===== src/rtl/assert_macros.svh =====
// Assertion macros shared by the walker RTL.
// Clocked implication forms; no dependencies.
`ifndef ASSERT_MACROS_SVH
`define ASSERT_MACROS_SVH

// same-cycle implication, disabled during reset
`define ASSERT_IMPL(label, clk, rst, lhs, rhs) \
   label: assert property (@(posedge clk) disable iff (rst) (lhs) |-> (rhs)) \
      else $error("assertion failed: same-cycle implication");

// next-cycle implication, disabled during reset
`define ASSERT_NEXT(label, clk, rst, lhs, rhs) \
   label: assert property (@(posedge clk) disable iff (rst) (lhs) |=> (rhs)) \
      else $error("assertion failed: next-cycle implication");

`endif


===== src/rtl/fat12_pkg.sv =====
// Shared types and constants of the FAT12 cluster chain walker.
// No dependencies.
`default_nettype none

package fat12_pkg;

   localparam int TABLE_BYTES_DEFAULT = 8192;
   localparam int FIELD_ADDR_W        = 13;
   localparam int CLUSTER_W           = 12;
   localparam int SPC_W               = 8;
   localparam int LBA_W               = 32;
   localparam int PROD_W              = CLUSTER_W + SPC_W;

   localparam logic [CLUSTER_W-1:0] FAT_END       = 12'hff8;
   localparam logic [CLUSTER_W-1:0] CLUSTER_FIRST = 12'd2;
   localparam logic [SPC_W-1:0]     SPC_RESET     = 8'd1;

   localparam logic [1:0] OP_LOAD    = 2'd0;
   localparam logic [1:0] OP_START   = 2'd1;
   localparam logic [1:0] OP_ADVANCE = 2'd2;

   localparam logic [1:0] ST_MORE    = 2'd0;
   localparam logic [1:0] ST_LAST    = 2'd1;
   localparam logic [1:0] ST_INVALID = 2'd2;
   localparam logic [1:0] ST_NO_WALK = 2'd3;

   localparam logic CSR_DATA_START = 1'b0;
   localparam logic CSR_SPC        = 1'b1;

   typedef struct packed {
      logic capture;
      logic load;
      logic emit;
   } cmd_type;

   typedef struct packed {
      logic is_walk;
      logic is_load;
      logic out_free;
   } status_type;

endpackage

`default_nettype wire


===== src/rtl/fat12_ctrl.sv =====
// Controller of the walker: accept, table read, emit sequencing.
// Depends on fat12_pkg and assert_macros.svh.
`default_nettype none
`include "assert_macros.svh"

module fat12_ctrl (
   input  wire logic                 clock,
   input  wire logic                 reset,
   input  wire logic                 req_valid,
   output logic                      req_stall,
   input  wire fat12_pkg::status_type stat,
   output fat12_pkg::cmd_type        cmd
);

   typedef enum logic [2:0] {
      ST_IDLE = 3'b001,
      ST_READ = 3'b010,
      ST_DONE = 3'b100
   } state_type;

   state_type state_ff;
   state_type state_in;
   logic      accept;

   assign accept    = req_valid && (state_ff == ST_IDLE);
   assign req_stall = (state_ff != ST_IDLE);

   always_comb begin
      state_in    = state_ff;
      cmd.capture = 1'b0;
      cmd.load    = 1'b0;
      cmd.emit    = 1'b0;
      case (state_ff)
         ST_IDLE: begin
            cmd.load    = accept && stat.is_load;
            cmd.capture = accept && stat.is_walk;
            if (cmd.capture) begin
               state_in = ST_READ;
            end
         end
         ST_READ: begin
            state_in = ST_DONE;
         end
         ST_DONE: begin
            if (stat.out_free) begin
               cmd.emit = 1'b1;
               state_in = ST_IDLE;
            end
         end
         default: begin
            state_in = ST_IDLE;
         end
      endcase
   end

   always_ff @(posedge clock) begin
      if (reset) begin
         state_ff <= ST_IDLE;
      end else begin
         state_ff <= state_in;
      end
   end

   `ASSERT_NEXT(a_capture_reads, clock, reset, cmd.capture, state_ff == ST_READ)
   `ASSERT_NEXT(a_read_done, clock, reset, state_ff == ST_READ, state_ff == ST_DONE)

endmodule

`default_nettype wire


===== config.mk =====
export PLATFORM = sky130hd
export DESIGN_NAME = fat12_ctrl
export DESIGN_NICKNAME = d
export VERILOG_FILES = /design/src/rtl/fat12_pkg.sv /design/src/rtl/fat12_ctrl.sv
export VERILOG_INCLUDE_DIRS = /design/src /design/src/rtl
export SDC_FILE = /design/constraint.sdc
export NUM_CORES = 1
export LEC_CHECK = 0
export ABC_AREA = 1
export BUFFER_PORTS_ARGS = -buffer_cell sky130_fd_sc_hd__buf_4
export CORE_AREA = 2 2 39 41
export DETAILED_ROUTE_END_ITERATION = 7
export DIE_AREA = 0 0 41 43
export PLACE_DENSITY = 0.3
export SLEW_MARGIN = 25
export SYNTH_ARGS = -nofsm -noshare
export SYNTH_HDL_FRONTEND = slang
export SYNTH_SLANG_ARGS = --single-unit

===== constraint.sdc =====
create_clock -name clock -period 2 [get_ports clock]
set_input_delay 0.1 -clock clock [delete_from_list [all_inputs] [get_ports clock]]
set_output_delay 0.1 -clock clock [all_outputs]
set_load 0.01 [all_outputs]

==> results of run 1 <==
metal layers:
layer  global-route usage [%]  up-vias  share of wire [%]
met5                        0        -                  0
met4                    4.000        0                  0
met3                    4.712        0                8.0
met2                    8.125        5                 47
met1                    7.051       84                 45
li1                         -      103                  -
worst max-delay path by stage:
stage	from	to	slack [ns]
floorplan	state_ff[2]	cmd[0]	1.09
global placement	state_ff[0]	cmd[2]	1.05
detailed placement	state_ff[0]	cmd[2]	1.06
CTS	state_ff[0]	cmd[2]	0.79
global route	state_ff[0]	cmd[2]	0.70
finish	state_ff[2]	cmd[0]	0.82
power breakdown:
part	switching [uW]	total (uW)	leakage [uW]	internal, uW
sequential	4.04	67.5	0.0000245	63.5
combinational	19.3	41.6	0.000115	22.3
clock	28.8	103	0.0000150	74.6
through the flow:
| step | utilization (%) | setup slack [ns] | total power [uW] | cells | instance area (um2) |
|---|---|---|---|---|---|
| 5_1_grt | 21.07 | 0.6979 | 235.9 | 53 | 291.5 |
| 2_1_floorplan | - | 1.085 | 90.16 | 24 | 177.7 |
| 3_3_place_gp | 19.17 | 1.046 | 110.9 | 49 | 265.3 |
| 3_5_place_dp | 19.17 | 1.057 | 111.0 | 49 | 265.3 |
| 4_1_cts | 21.07 | 0.7863 | 220.7 | 53 | 291.5 |
| 6_report | 21.07 | 0.8164 | 212.5 | 53 | 291.5 |
worst register-to-register path, stage by stage, from the launching register on:
cell     delay, ns
dfxtp_1       0.39
inv_2         0.06
nand2_1       0.07
nor2_2        0.05
o21ai_1       0.07
nand3_1       0.08
cells in the mapped netlist:
cell type,count
dfxtp_1,3
inv_1,5
nand3b_1,1
nor2_1,1
a21oi_1,1
inv_2,2
nor4_1,1
nor2_2,2
o21ai_1,1
nand3_2,2
nor3b_2,1
nand2_1,1
nand3_1,3
layout make-up:
type | instances | area (um2)
Clock buffer | 4 | 26.28
Fill cell | 160 | 1092
Inverter | 7 | 26.28
Multi-Input combinational cell | 14 | 91.34
Sequential cell | 3 | 60.06
Tap cell | 16 | 20.02
Timing Repair Buffer | 9 | 67.56
logic make-up (layout without fill, tap and decap cells):
group | Yosys count | after routing | synth area share (%)
and+or+nand+nor | 12 | 12 | 45.77
buffers and inverters | 7 | 20 | 14.79
AOI/OAI and AO/OA | 2 | 2 | 5.628
DFF | 3 | 3 | 33.80
==> impl_metrics.py, run 1 <==
metrics = {
    "power_and_ir_drop": {
        "vdd_drop_max_mv": 0.2509,
        "p_leak_uw": 0.0001545,
        "power_density_nw_per_um2": 728.9,
    },
    "drt": {
        "via_per_inst": 3.623,
        "routed_wl_um": 386,
        "antenna_left": 0,
        "wire_per_inst_um": 7.283,
        "drc": 0,
        "drt_pass1_iterations": 2,
        "dr_total_vias": 192,
        "drt_iter0_markers": 2,
    },
    "cts": {
        "cts_sinks": 3,
        "cts_buffers": 3,
        "clockBufferDepth": 2,
        "cts_tree": "done",
        "clkLatencyLatePin_ns": 0.23,
        "root_buffer": "clkbuf_4",
        "postCtsSetupBuffers": 0,
        "hold_buffers": 0,
        "cts_max_level": 1,
        "path_clk_slew_ns": 0.04,
        "ctsResizeCount": 0,
    },
    "placement": {
        "port_buffers": 9,
        "hpwl_um": 327.9,
        "gp_congestion": 0.6280,
    },
    "yosys": {
        "synth.area.top_cells": "dfxtp_1, nand3_2, inv_1",
        "yosysWarnings": 0,
        "netlist_area_um2": 177.7,
        "syn_nets": 30,
        "ys_ff_latch": 3,
        "synth.avg_cell_area_um2": 7.403,
        "yosysTopAreaCell": "dfxtp_1",
        "synth_cells": 24,
        "yosysSeqAreaShare_pct": 33.80,
        "synth_cell_types": 13,
        "netlist.area_leader.share_pct": 33.80,
    },
    "sta": {
        "setup_viol": 0,
        "drv_slew": 0,
        "clock_skew_ns": 0.0005411,
        "fin_hold_ws_ns": 0.04450,
        "rsz0062_at_grt": "no",
        "max_freq_mhz": 844.8,
        "min_period_ns": 1.184,
        "slew-limit-headroom_pct": 82.85,
        "fin_crit_sh_pct": 59.18,
        "tns_ns": 0,
        "worst_slew_pin_slew_ns": 0.2548,
        "hold_viol_final": 0,
    },
    "worst_hold_path": {
        "hold_start": "reset",
        "min-delay-path-class": "in2reg",
        "hold_end": "state_ff[1]",
        "whs_path_depth": 2,
    },
    "worst_setup_path": {
        "reg2reg_to": "state_ff[0]",
        "required_ns": 1.90,
        "rr_worst_depth": 5,
        "crit_type": "reg2out",
        "endpoint_kind": "output pin",
        "path_cells": "inv_2 -> nor4_1 -> buf_4",
        "cp_num_buf_inv": 2,
        "start_kind": "flop",
        "max_stage_delay_ns": 0.37,
        "crit_cells": 3,
        "r2r_slack_ns": 1.18,
        "r2r-start": "state_ff[1]",
        "crit_path_max_fanout": 3,
        "critical_path_arrival_ns": 1.08,
        "cp_top_family": "flip-flops",
        "cp_slowest_cell": "dfxtp_1",
    },
    "final_layout": {
        "reg.largest.list": "state_ff x3",
        "nNetsFinal": 44,
        "final_common_cell": "buf_4",
        "antenna_cells": 0,
        "largest_reg_flops": 3,
        "syn_to_final_growth_pct": 64.09,
        "layout_common_cells": "buf_4, inv_1, nand3_1, clkbuf_4, dfxtp_1",
        "drive_above_1_share_pct": 51.35,
        "regMostFlops": "state_ff",
    },
    "grt": {
        "grt_antenna_before_repair": 0,
        "grt_usage_pct": 6.319,
        "grt_max_degree": 6,
        "grt-ovfl-total": 0,
        "grt_pass1_vias": 194,
        "grt_pass1_wl_um": 710,
    },
    "floorplanning": {
        "die_area_um2": 1763,
        "start_util_pct": 12.84,
        "io_pins": 10,
        "fp.dieH_um": 43,
        "die_width_um": 41,
        "row_count": 14,
        "coreArea_um2": 1384,
    },
    "run_status": {
        "outcome": "completed",
    },
    "flow_run": {
        "cap_violations": 0,
    },
}
Note: power is estimated with default switching activity, not from simulation.
==> inputs of run 2 (changes only) <==
==> constraint.sdc (replaced) <==
create_clock -name clock -period 1.1 [get_ports clock]
set_input_delay 0.055 -clock clock [delete_from_list [all_inputs] [get_ports clock]]
set_output_delay 0.055 -clock clock [all_outputs]
set_load 0.01 [all_outputs]
==> run 2 against run 1 <==
Utilization up 5.8 points. First-iteration DRC count rose to 3.0 times the previous value. Worst setup slack worse by 0.80 ns. Combinational power up 150%. Wire length up 7.0%. Critical endpoint is now cmd[1]. Largest cell class unchanged.
==> impl_metrics.py, run 2 (synthesis results as in run 1) <==
metrics = {
    "run_status": {
        "outcome": "completed",
    },
    "grt": {
        "grt_pass1_vias": 184,
        "grt_usage_pct": 6.325,
        "grt-ovfl-total": 0,
        "grt_max_degree": 6,
        "grt_antenna_before_repair": 0,
        "grt_pass1_wl_um": 696,
    },
    "placement": {
        "hpwl_um": 323.4,
        "gp_congestion": 0.6725,
        "port_buffers": 9,
        "dp.cells": 49,
        "pre_cts_ws_ns": 0.1910,
    },
    "floorplanning": {
        "die_width_um": 41,
        "row_count": 14,
        "start_util_pct": 12.84,
        "coreArea_um2": 1384,
        "fp.dieH_um": 43,
        "io_pins": 10,
        "die_area_um2": 1763,
    },
    "cts": {
        "cts_buffers": 3,
        "root_buffer": "clkbuf_4",
        "cts_tree": "done",
        "cts_max_level": 1,
        "path_clk_slew_ns": 0.04,
        "cts_sinks": 3,
        "clockBufferDepth": 2,
        "clkLatencyLatePin_ns": 0.23,
    },
    "worst_setup_path": {
        "r2r_slack_ns": 0.07,
        "path_cells": "inv_4 -> nand3_4 -> nor3b_2 -> buf_4",
        "required_ns": 1.04,
        "reg2reg_to": "state_ff[1]",
        "start_kind": "flop",
        "max_stage_delay_ns": 0.36,
        "cp_num_buf_inv": 2,
        "endpoint_kind": "output pin",
        "rr_worst_depth": 7,
        "crit_type": "reg2out",
        "critical_path_arrival_ns": 1.03,
        "crit_path_max_fanout": 4,
        "r2r-start": "state_ff[1]",
        "cp_slowest_cell": "dfxtp_4",
        "cp_top_family": "flip-flops",
    },
    "worst_hold_path": {
        "hold_start": "stat[2]",
        "whs_path_depth": 4,
        "min-delay-path-class": "in2reg",
        "hold_end": "state_ff[0]",
    },
    "final_layout": {
        "largest_reg_flops": 3,
        "syn_to_final_growth_pct": 109.2,
        "multi_input_comb_area_um2": 126.4,
        "fin_util_pct": 26.85,
        "layout_common_cells": "buf_4, inv_1, nand3_1, clkbuf_4, dfxtp_4",
        "fillers": 148,
        "seqCellArea_um2": 71.32,
        "reg.largest.list": "state_ff x3",
        "final_cells": 56,
        "nNetsFinal": 47,
        "drive_above_1_share_pct": 67.50,
        "regMostFlops": "state_ff",
        "antenna_cells": 0,
        "final_common_cell": "buf_4",
    },
    "sta": {
        "drv_slew": 0,
        "setup_viol": 0,
        "clock_skew_ns": 0.002284,
        "layout_setup_ws_ns": 0.01797,
        "worst_slew_pin_slew_ns": 0.1766,
        "rsz0062_at_grt": "yes",
        "min_period_ns": 1.082,
        "fin_crit_sh_pct": 98.37,
        "hold_viol_final": 0,
        "slew-limit-headroom_pct": 88.14,
        "max_freq_mhz": 924.2,
        "fin_hold_ws_ns": 0.1477,
    },
    "drt": {
        "dr_total_vias": 205,
        "via_per_inst": 3.661,
        "routed_wl_um": 413,
        "drt_iter0_markers": 6,
        "drt_pass1_iterations": 5,
        "wire_per_inst_um": 7.375,
        "antenna_left": 0,
        "drc": 0,
    },
    "flow_run": {
        "cap_violations": 0,
    },
    "power_and_ir_drop": {
        "p_leak_uw": 0.0001745,
        "p_total_uw": 418.3,
        "power_density_nw_per_um2": 1126,
        "vdd_drop_max_mv": 0.2802,
    },
}
## run 2: timing repair
action                                 4_1_cts  5_1_grt
setup endpoints to repair                    3        4
setup buffers                                2        0
endpoints found under the hold margin        2        0
pin swaps                                    2        2
hold buffers                                 1        0
gates resized for setup                      8        8
## run 2: through the flow
| stage | TNS, ns | area (um2) |
|---|---|---|
| finish | 0 | 371.6 |
| global route | -0.09260 | 371.6 |
| CTS | -0.007324 | 337.8 |
| detailed placement | 0 | 265.3 |
| global placement | 0 | 265.3 |
| floorplan | 0 | 177.7 |
## run 2: area by class of cell
cell class                      count  share of cell area [%]
Clock buffer                        4                   7.071
Inverter                            7                   8.418
Multi-Input combinational cell     14                   34.01
Sequential cell                     3                   19.19
Tap cell                           16                   5.387
Timing Repair Buffer               12                   25.93
## run 2: report_power, final
part	internal, uW	leakage (uW)	switching, uW
registers	113	0.0000261	13.9
clock network	136	0.0000150	54.1
logic	58.7	0.000133	43.3
## run 2: worst max path at each step
| stage | to | start | cells after the start | slack [ns] |
|---|---|---|---|---|
| after floorplan | cmd[0] | state_ff[2] | 2 | 0.23 |
| after global placement | cmd[2] | state_ff[0] | 5 | 0.19 |
| after detailed placement | cmd[2] | state_ff[0] | 5 | 0.19 |
| after CTS | cmd[2] | state_ff[1] | 6 | -0.006 |
| after global routing | cmd[2] | state_ff[1] | 6 | -0.04 |
| final | cmd[1] | state_ff[1] | 4 | 0.02 |
## run 2: worst register-to-register path, cell delays in order, from the launching register on
cell and delay, ns:
dfxtp_4 0.36, inv_4 0.07, nand2_4 0.05, nor2_4 0.09
nand3_2 0.08, buf_4 0.13, buf_4 0.12, nor2_2 0.06
## run 2: per-layer routing
layer  vias to the layer above  track usage [%]  wire [um]
met5                         -                0          0
met4                         0            6.000          0
li1                        108                -          -
met1                        92            7.395        171
met2                         5            7.813        210
met3                         0            3.141         31
